File: src/hdl/square_matrix_rotator_macros.svh
`ifndef SQUARE_MATRIX_ROTATOR_MACROS_SVH
`define SQUARE_MATRIX_ROTATOR_MACROS_SVH

// same-cycle implication, sampled on clk, off during reset
`define SMR_ASSERT_IMP(label, ante, cons, msg) \
	label: assert property (@(posedge clk) disable iff (!arst_n) (ante) |-> (cons)) \
		else $error(msg);

// next-cycle implication
`define SMR_ASSERT_NXT(label, ante, cons, msg) \
	label: assert property (@(posedge clk) disable iff (!arst_n) (ante) |=> (cons)) \
		else $error(msg);

`endif

File: src/hdl/smr_pkg.sv
`default_nettype none
package smr_pkg;

	localparam int MAX_DIM_DEF = 8;
	localparam int PADDR_W     = 3;
	localparam int DATA_W      = 32;
	localparam int ANGLE_W     = 12;
	localparam int DIM_W       = 4;

	localparam int DEG_PER_TURN     = 90;
	localparam int TURNS_PER_CIRCLE = 4;
	// angle / 90 as a multiply by a scaled reciprocal, exact for 12-bit angles
	localparam int RECIP_SHIFT = 18;
	localparam int TURN_RECIP  = (2 ** RECIP_SHIFT + DEG_PER_TURN - 1) / DEG_PER_TURN;
	localparam int TURN_W      = $clog2(TURNS_PER_CIRCLE);

	localparam logic REG_ANGLE = 1'b0;
	localparam logic REG_DIM   = 1'b1;

	typedef enum logic [TURN_W-1:0] {
		ROT_0 = 2'd0,
		ROT_1 = 2'd1,
		ROT_2 = 2'd2,
		ROT_3 = 2'd3
	} rot_t;

	typedef struct packed {
		logic load;
		logic emit_start;
		logic emit;
	} smr_cmd_t;

	typedef struct packed {
		logic emit_due;
		logic last_addr;
	} smr_sts_t;

	// below 90 degrees the quotient is already zero
	function automatic rot_t quarter_turns(input logic [ANGLE_W-1:0] angle);
		logic [2*ANGLE_W-1:0] prod;
		prod = angle * ANGLE_W'(TURN_RECIP);
		return rot_t'(prod[RECIP_SHIFT +: TURN_W]);
	endfunction

endpackage
`default_nettype wire

File: src/hdl/smr_cfg.sv
`default_nettype none
module smr_cfg (
	input  wire logic                        clk,
	input  wire logic                        arst_n,
	input  wire logic                        psel,
	input  wire logic                        penable,
	input  wire logic                        pwrite,
	input  wire logic [smr_pkg::PADDR_W-1:0] paddr,
	input  wire logic [smr_pkg::DATA_W-1:0]  pwdata,
	output logic      [smr_pkg::DATA_W-1:0]  prdata,
	output logic                             pready,
	output logic      [smr_pkg::ANGLE_W-1:0] angle,
	output logic      [smr_pkg::DIM_W-1:0]   dim
);
	import smr_pkg::*;

	logic [ANGLE_W-1:0] angle_q;
	logic [DIM_W-1:0]   dim_q;
	logic               wr_en;

	assign pready = 1'b1;
	assign wr_en  = psel && penable && pwrite && pready;

	always_ff @(posedge clk or negedge arst_n) begin
		if (!arst_n) begin
			angle_q <= ANGLE_W'(DEG_PER_TURN);
			dim_q   <= DIM_W'(MAX_DIM_DEF);
		end else if (wr_en) begin
			case (paddr[2])
				REG_ANGLE: angle_q <= pwdata[ANGLE_W-1:0];
				REG_DIM:   dim_q   <= pwdata[DIM_W-1:0];
				default:   ;
			endcase
		end
	end

	always_comb begin
		case (paddr[2])
			REG_ANGLE: prdata = {{(DATA_W-ANGLE_W){1'b0}}, angle_q};
			REG_DIM:   prdata = {{(DATA_W-DIM_W){1'b0}}, dim_q};
			default:   prdata = '0;
		endcase
	end

	assign angle = angle_q;
	assign dim   = dim_q;

endmodule
`default_nettype wire

File: src/hdl/smr_ctrl.sv
`default_nettype none
module smr_ctrl (
	input  wire logic              clk,
	input  wire logic              arst_n,
	input  wire logic              start,
	input  wire smr_pkg::smr_sts_t sts,
	output smr_pkg::smr_cmd_t      cmd,
	output logic                   busy
);
	import smr_pkg::*;

	typedef enum logic [1:0] {
		ST_IDLE = 2'b01,
		ST_EMIT = 2'b10
	} state_t;

	state_t state_q, state_d;

	assign busy           = (state_q == ST_EMIT);
	assign cmd.load       = start && !busy;
	assign cmd.emit_start = cmd.load && sts.emit_due;
	assign cmd.emit       = (state_q == ST_EMIT);

	always_comb begin
		case (state_q)
			ST_IDLE: state_d = cmd.emit_start ? ST_EMIT : ST_IDLE;
			ST_EMIT: state_d = sts.last_addr ? ST_IDLE : ST_EMIT;
			default: state_d = ST_IDLE;
		endcase
	end

	always_ff @(posedge clk or negedge arst_n) begin
		if (!arst_n) begin
			state_q <= ST_IDLE;
		end else begin
			state_q <= state_d;
		end
	end

endmodule
`default_nettype wire

File: src/hdl/smr_dp.sv
`default_nettype none
module smr_dp #(
	parameter int MAX_DIM = smr_pkg::MAX_DIM_DEF
) (
	input  wire logic                             clk,
	input  wire logic                             arst_n,
	input  wire smr_pkg::smr_cmd_t                cmd,
	output smr_pkg::smr_sts_t                     sts,
	input  wire logic        [smr_pkg::ANGLE_W-1:0] angle,
	input  wire logic        [smr_pkg::DIM_W-1:0]   dim,
	input  wire logic signed [smr_pkg::DATA_W-1:0]  elem_value,
	output logic                                  out_valid,
	output logic signed      [smr_pkg::DATA_W-1:0]  out_value,
	output logic                                  out_last
);
	import smr_pkg::*;

	localparam int DEPTH  = MAX_DIM * MAX_DIM;
	localparam int AW     = (DEPTH > 1) ? $clog2(DEPTH) : 1;
	localparam int CNT_W  = $clog2(DEPTH + 1);
	localparam int SIDE_W = $clog2(MAX_DIM + 1);
	localparam int IW     = (MAX_DIM > 1) ? $clog2(MAX_DIM) : 1;
	localparam int DX_W   = DIM_W + 1;

	logic [DATA_W-1:0]        store_q [DEPTH];
	logic [CNT_W-1:0]         load_count_q;
	logic [CNT_W-1:0]         load_next;
	logic [IW-1:0]            i_q, j_q;
	rot_t                     rot_q;
	logic [DX_W-1:0]          dim_x, side_x;
	logic [SIDE_W-1:0]        side;
	logic [2*SIDE_W-1:0]      side_sq;
	logic [CNT_W-1:0]         total;
	logic [IW-1:0]            last_idx;
	logic [IW-1:0]            row, col;
	logic [IW+SIDE_W-1:0]     row_base;
	logic [AW-1:0]            rd_addr;
	logic                     room;
	logic                     row_end;
	logic                     valid_s1, last_s1;
	logic [DATA_W-1:0]        rd_data_s1;

	// zero counts as one, larger than the store saturates
	assign dim_x  = {1'b0, dim};
	assign side_x = (dim_x == '0) ? DX_W'(1) :
	                (dim_x > DX_W'(MAX_DIM)) ? DX_W'(MAX_DIM) : dim_x;
	assign side   = SIDE_W'(side_x);
	assign side_sq = side * side;
	assign total  = CNT_W'(side_sq);
	assign last_idx = IW'(side - SIDE_W'(1));

	assign room      = (load_count_q < CNT_W'(DEPTH));
	assign load_next = room ? load_count_q + CNT_W'(1) : load_count_q;

	assign sts.emit_due  = (load_next >= total);
	assign row_end       = (j_q == last_idx);
	assign sts.last_addr = row_end && (i_q == last_idx);

	always_comb begin
		case (rot_q)
			ROT_1: begin
				row = last_idx - j_q;
				col = i_q;
			end
			ROT_2: begin
				row = last_idx - i_q;
				col = last_idx - j_q;
			end
			ROT_3: begin
				row = j_q;
				col = last_idx - i_q;
			end
			default: begin
				row = i_q;
				col = j_q;
			end
		endcase
	end

	assign row_base = row * side;
	assign rd_addr  = AW'(row_base + (IW+SIDE_W)'(col));

	always_ff @(posedge clk) begin
		if (cmd.load && room) begin
			store_q[load_count_q[AW-1:0]] <= elem_value;
		end
	end

	always_ff @(posedge clk) begin
		if (cmd.emit) begin
			rd_data_s1 <= store_q[rd_addr];
		end
	end

	always_ff @(posedge clk or negedge arst_n) begin
		if (!arst_n) begin
			load_count_q <= '0;
			i_q          <= '0;
			j_q          <= '0;
			rot_q        <= ROT_0;
			valid_s1     <= 1'b0;
			last_s1      <= 1'b0;
		end else begin
			if (cmd.load) begin
				load_count_q <= sts.emit_due ? '0 : load_next;
			end
			if (cmd.emit_start) begin
				i_q   <= '0;
				j_q   <= '0;
				rot_q <= quarter_turns(angle);
			end else if (cmd.emit) begin
				if (row_end) begin
					j_q <= '0;
					i_q <= i_q + IW'(1);
				end else begin
					j_q <= j_q + IW'(1);
				end
			end
			valid_s1 <= cmd.emit;
			last_s1  <= cmd.emit && sts.last_addr;
		end
	end

	assign out_valid = valid_s1;
	assign out_value = rd_data_s1;
	assign out_last  = last_s1;

endmodule
`default_nettype wire

File: src/hdl/square_matrix_rotator.sv
// Square matrix rotator. Write angle_degrees (byte 0) and dim (byte 4) while
// idle, then feed dim*dim elements row-major, one per cycle, with start while
// busy is low. The word that completes the matrix starts the output: busy is
// high while the matrix is read out, one store read per cycle from its single
// read port, and each word appears on out_value in the cycle after its read,
// marked by a one-cycle out_valid, out_last on the final one. The receiver
// cannot stall, so it must take every word on the cycle it is strobed. The
// store is not cleared at reset.
`include "square_matrix_rotator_macros.svh"
`default_nettype none
module square_matrix_rotator #(
	parameter int MAX_DIM = smr_pkg::MAX_DIM_DEF
) (
	input  wire logic                              clk,
	input  wire logic                              arst_n,
	input  wire logic                              psel,
	input  wire logic                              penable,
	input  wire logic                              pwrite,
	input  wire logic        [smr_pkg::PADDR_W-1:0] paddr,
	input  wire logic        [smr_pkg::DATA_W-1:0]  pwdata,
	output logic             [smr_pkg::DATA_W-1:0]  prdata,
	output logic                                   pready,
	input  wire logic                              start,
	output logic                                   busy,
	input  wire logic signed [smr_pkg::DATA_W-1:0]  elem_value,
	output logic                                   out_valid,
	output logic signed      [smr_pkg::DATA_W-1:0]  out_value,
	output logic                                   out_last
);
	import smr_pkg::*;

	logic [ANGLE_W-1:0] angle;
	logic [DIM_W-1:0]   dim;
	smr_cmd_t           cmd;
	smr_sts_t           sts;

	smr_cfg u_cfg (
		.clk     (clk),
		.arst_n  (arst_n),
		.psel    (psel),
		.penable (penable),
		.pwrite  (pwrite),
		.paddr   (paddr),
		.pwdata  (pwdata),
		.prdata  (prdata),
		.pready  (pready),
		.angle   (angle),
		.dim     (dim)
	);

	smr_ctrl u_ctrl (
		.clk    (clk),
		.arst_n (arst_n),
		.start  (start),
		.sts    (sts),
		.cmd    (cmd),
		.busy   (busy)
	);

	smr_dp #(
		.MAX_DIM (MAX_DIM)
	) u_dp (
		.clk        (clk),
		.arst_n     (arst_n),
		.cmd        (cmd),
		.sts        (sts),
		.angle      (angle),
		.dim        (dim),
		.elem_value (elem_value),
		.out_valid  (out_valid),
		.out_value  (out_value),
		.out_last   (out_last)
	);

	`SMR_ASSERT_NXT(a_busy_gives_word, busy, out_valid, "busy cycle produced no output word")
	`SMR_ASSERT_IMP(a_word_follows_busy, out_valid, $past(busy), "output word without a read")
	`SMR_ASSERT_IMP(a_last_ends_busy, out_valid && out_last, !busy, "busy held past final word")
	`SMR_ASSERT_NXT(a_start_completes, busy && !out_valid, out_valid, "output stream broken")

endmodule
`default_nettype wire
File: config.mk
export PLATFORM = sky130hd
export DESIGN_NAME = square_matrix_rotator
export DESIGN_NICKNAME = d
export VERILOG_FILES = /design/src/hdl/smr_pkg.sv /design/src/hdl/smr_cfg.sv /design/src/hdl/smr_ctrl.sv /design/src/hdl/smr_dp.sv /design/src/hdl/square_matrix_rotator.sv
export VERILOG_INCLUDE_DIRS = /design/src /design/src/hdl
export SDC_FILE = /design/constraint.sdc
export NUM_CORES = 2
export LEC_CHECK = 0
export ABC_AREA = 1
export ABC_CLOCK_PERIOD_IN_PS = 6850
export CAP_MARGIN = 25
export CORE_MARGIN = 1.5
export CORE_UTILIZATION = 55
export CTS_CLUSTER_SIZE = 25
export DETAILED_ROUTE_END_ITERATION = 8
export DONT_BUFFER_PORTS = 1
export MAX_ROUTING_LAYER = met4
export PLACE_DENSITY_LB_ADDON = 0.12
export SETUP_SLACK_MARGIN = 0.1
export SLEW_MARGIN = 25
export SYNTH_ARGS = -nofsm -noshare
export SYNTH_HDL_FRONTEND = slang
export SYNTH_SLANG_ARGS = --single-unit
File: constraint.sdc
create_clock -name clk -period 6.85 [get_ports clk]
set_input_delay 1.0275 -clock clk [delete_from_list [all_inputs] [get_ports clk]]
set_output_delay 1.0275 -clock clk [all_outputs]
set_load 0.03 [all_outputs]
==> implementation parameters <==
Parameter                              Value

Outcome
  Run status ... finished clean

Finish
  Commonest cells after routing, fill and taps aside ... 2080 x edfxtp_1, 1341 x nor2_1, 1036 x o21ai_0
  Area growth, synth to finish ... 10.1%
  Final Core Density ... 0.609
  Filler cell count ... roughly 12000
  Most common cell after layout, fill and taps aside ... edfxtp_1
  Proportion of layout cells with a drive suffix above 1 ... 0.0748
  Number of nets in the layout ... just under 7000

STA
  Worst Clk Skew ... ~24 ps
  Total count of max-transition violations in the final report ... 0
  Hold Vio Cnt, Final ... 0
  Part of the cycle the worst path needs ... 0.906
  RSZ-0062 raised after global routing ... no
  Total Neg Setup Slack ... 0 ps
  Final Hold Slack ... around 280 ps
  Worst-case setup margin in the final layout ... roughly 640 ps
  Post-layout min period ... approximately 6200 ps
  Achievable frequency ... approximately 160 MHz
  Pin slew with the least headroom to its limit ... 1270 ps
  Final setup vio count ... 0
  Relative max-transition margin ... 0.155

Synthesis
  Main flop type after synthesis ... edfxtp_1
  Cell count after synthesis ... 6658
  Per-instance average area after synthesis ... approximately 13 sq um
  Number of flip-flops and latches in the synthesized netlist ... ~2100
  Share of the yosys chip area belonging to registers ... 0.732
  Area of the mapped netlist ... just under 90000 sq um
  Count of distinct cell types in the synthesized netlist ... 41
  EDFF count, synth ... ~2100
  Fraction of registers with async set or reset after synthesis ... 0.0165
  Yosys warns ... 0

Setup path
  Critical path's slowest cell ... fa_4
  Path type of the worst setup path ... register to register
  Critical path's most frequent cell ... nand2_1
  Critical Path Fanout Max ... 40
  Data required time at the worst endpoint ... 7430 ps
  Cell breakdown of the critical path ... inv_2 -> nand2_1 -> inv_1 -> ha_1 -> fa_1 -> o221ai_1 -> a21oi_1 -> nor2_1 -> fa_1 -> inv_1 -> fa_1 -> inv_1 -> fa_4 -> inv_8 -> buf_12 -> o221ai_1 -> nand3_1 -> nand2_1 -> nand2_1 -> nand2_1 -> nand2_1 -> nand2_1
  Critical path's largest stage delay ... 810 ps
  Critical path endpoint category ... register
  Crit start category ... register
  Critical Path AT ... approximately 6800 ps

Clocking
  Number of setup buffers added after CTS ... 0
  Clock transition time at the flip-flop clock pins of the worst setup and hold paths ... 60 ps
  CTS sink count ... around 2100
  Post-CTS Hold Fix Bufs ... 2
  Clock Root Buffer ... clkbuf_16
  Insertion delay to the later sink of the worst-skew pair ... ~860 ps
  Cells resized by post-CTS repair ... 0
  TritonCTS clock tree ... yes
  Num CTS Buffers ... between 200 and 250
  Clock Tree Buf Depth ... 3
  CTS H-Tree Depth ... 4

Floorplan
  Standard-cell rows ... roughly 150
  Height of the die ... around 400 um
  Full die area ... 160000 sq um
  Starting density of the core ... 0.554
  Die outline width ... 400 um
  Io pins ... between 100 and 150
  Placeable Area ... about 160000 sq um

Place
  Buffers on Ports ... 0
  Total half-perimeter wirelength after legalization and detailed placement ... ~130000 um
  Worst slack at placement ... between 600 and 700 ps
  Routability cong. ... about 0.9

Routing
  Number of iterations in the first detailed-routing pass ... 5
  Count of nets left with antenna violations after detail routing ... 0
  Post-route DRC ... 0
  Via count ... around 55000
  Via-per-instance ratio ... 6.30
  Drt total wl ... 240000 um
  DRT iter0 DRCs ... roughly 6600
  Average wire length per cell after detail routing ... 27.2 um

Global route
  Wire length of the first global-routing pass ... 350000 um
  Antenna violations before repair ... 3
  GRT overflow ... 0
  Via count of the first global-routing pass ... roughly 53000
  GRT Overall Usage ... 0.310
  Pin count of the biggest net entering global routing ... ~210

Flow run
  Max-cap viol count ... 0

Min path
  Kind of path behind the tightest hold check ... primary input to register
[final timing paths]
path	slack, ps	endpoint	from	depth (start not counted)
worst max-delay path	640	u_dp.out_value[25]	u_cfg.dim[3]	22
worst min-delay path	280	u_dp.store_q[62][26]	elem_value[26]	0
worst max register to register	640	u_dp.out_value[25]	u_cfg.dim[3]	22
worst min register to register	540	u_cfg.angle[4]	u_cfg.angle[4]	2
max in group asynchronous	5930	u_ctrl.state_q[0]	arst_n	2
min in group asynchronous	650	u_cfg.angle[8]	arst_n	2
[metrics by stage]
step | cells | cell area [sq um]
6_report | 8797 | 95200
5_1_grt | 8796 | 95200
3_5_place_dp | 8408 | 88900
2_1_floorplan | 6679 | 86600
4_1_cts | 8796 | 95200
3_3_place_gp | 8405 | 88900
[cells in the mapped netlist, types with 2 or more instances]
library cell,instances,share of area
o221ai_1,222,0.022
buf_1,34,0.0015
nor2_1,1404,0.061
inv_2,3,0.00013
a31oi_1,2,0.00014
o21ai_0,1036,0.060
o21ai_1,38,0.0022
fa_1,36,0.0083
ha_1,78,0.011
nor3_1,3,0.00017
o31ai_1,2,0.00017
nand2_1,429,0.019
edfxtp_1,2080,0.72
nand3b_1,2,0.00017
buf_6,34,0.0044
conb_1,2,0.000087
a21oi_1,39,0.0023
o22ai_1,39,0.0028
xor2_1,11,0.0011
o21a_1,2,0.00017
or2_1,4,0.00029
clkbuf_1,261,0.011
nand4_1,12,0.00087
xnor2_1,10,0.0010
nand2_2,3,0.00022
clkinv_1,2,0.000087
inv_1,105,0.0046
nand3_1,302,0.017
buf_2,81,0.0047
dfrtp_1,29,0.0084
dfstp_2,6,0.0018
buf_4,65,0.0056
o211ai_1,274,0.024
[metal layers]
layer  wire [um]  up-vias  track usage
met5           0        -            -
met2      111000     2626        0.470
met3       23100      451       0.0583
met4        7960        0        0.104
met1       97800    27917        0.425
li1            -    24401            -
[sequential cells by signal (all words and copies together), names as in the netlist]
register,cells
u_cfg.angle,12
u_cfg.dim,4
u_ctrl.state_q,2
u_dp.i_q,3
u_dp.j_q,3
u_dp.load_count_q,7
u_dp.out_last,1
u_dp.out_valid,1
u_dp.out_value,32
u_dp.rot_q,2
u_dp.store_q,2048
[kinds of logic after synthesis]
| family | synth area share |
|---|---|
| AO/OA/AOI/OAI | 0.114 |
| XOR/XNOR | 0.00213 |
| adder cells (fa/ha/maj) | 0.0196 |
| buffers and inverters | 0.0326 |
| flip-flops | 0.732 |
| other | 0.0000868 |
| AND/OR/NAND/NOR | 0.0990 |
[critical path: cells and delay by family (launching register included)]
kind | cells | cell delay, ps
adder cells (fa/ha/maj) | 5 | 2570
AND/OR/NAND/NOR | 8 | 1060
buffers and inverters | 6 | 1010
AO/OA/AOI/OAI | 3 | 630
flip-flops | 1 | 610
[final cells by class]
cell class,instances,area (sq um),share of cell area
clock inverter,118,712,0.00748
timing repair buffer,149,1610,0.0169
sequential,2115,63300,0.665
multi-input combinational,3977,21000,0.220
clock buffer,268,5540,0.0582
tap,2058,2570,0.0270
inverter,111,454,0.00477
antenna,1,2.50,0.0000263
Power is left out: the tool's default activity adds up to more than one toggle a clock period on the data nets, which glitch-free logic cannot reach.
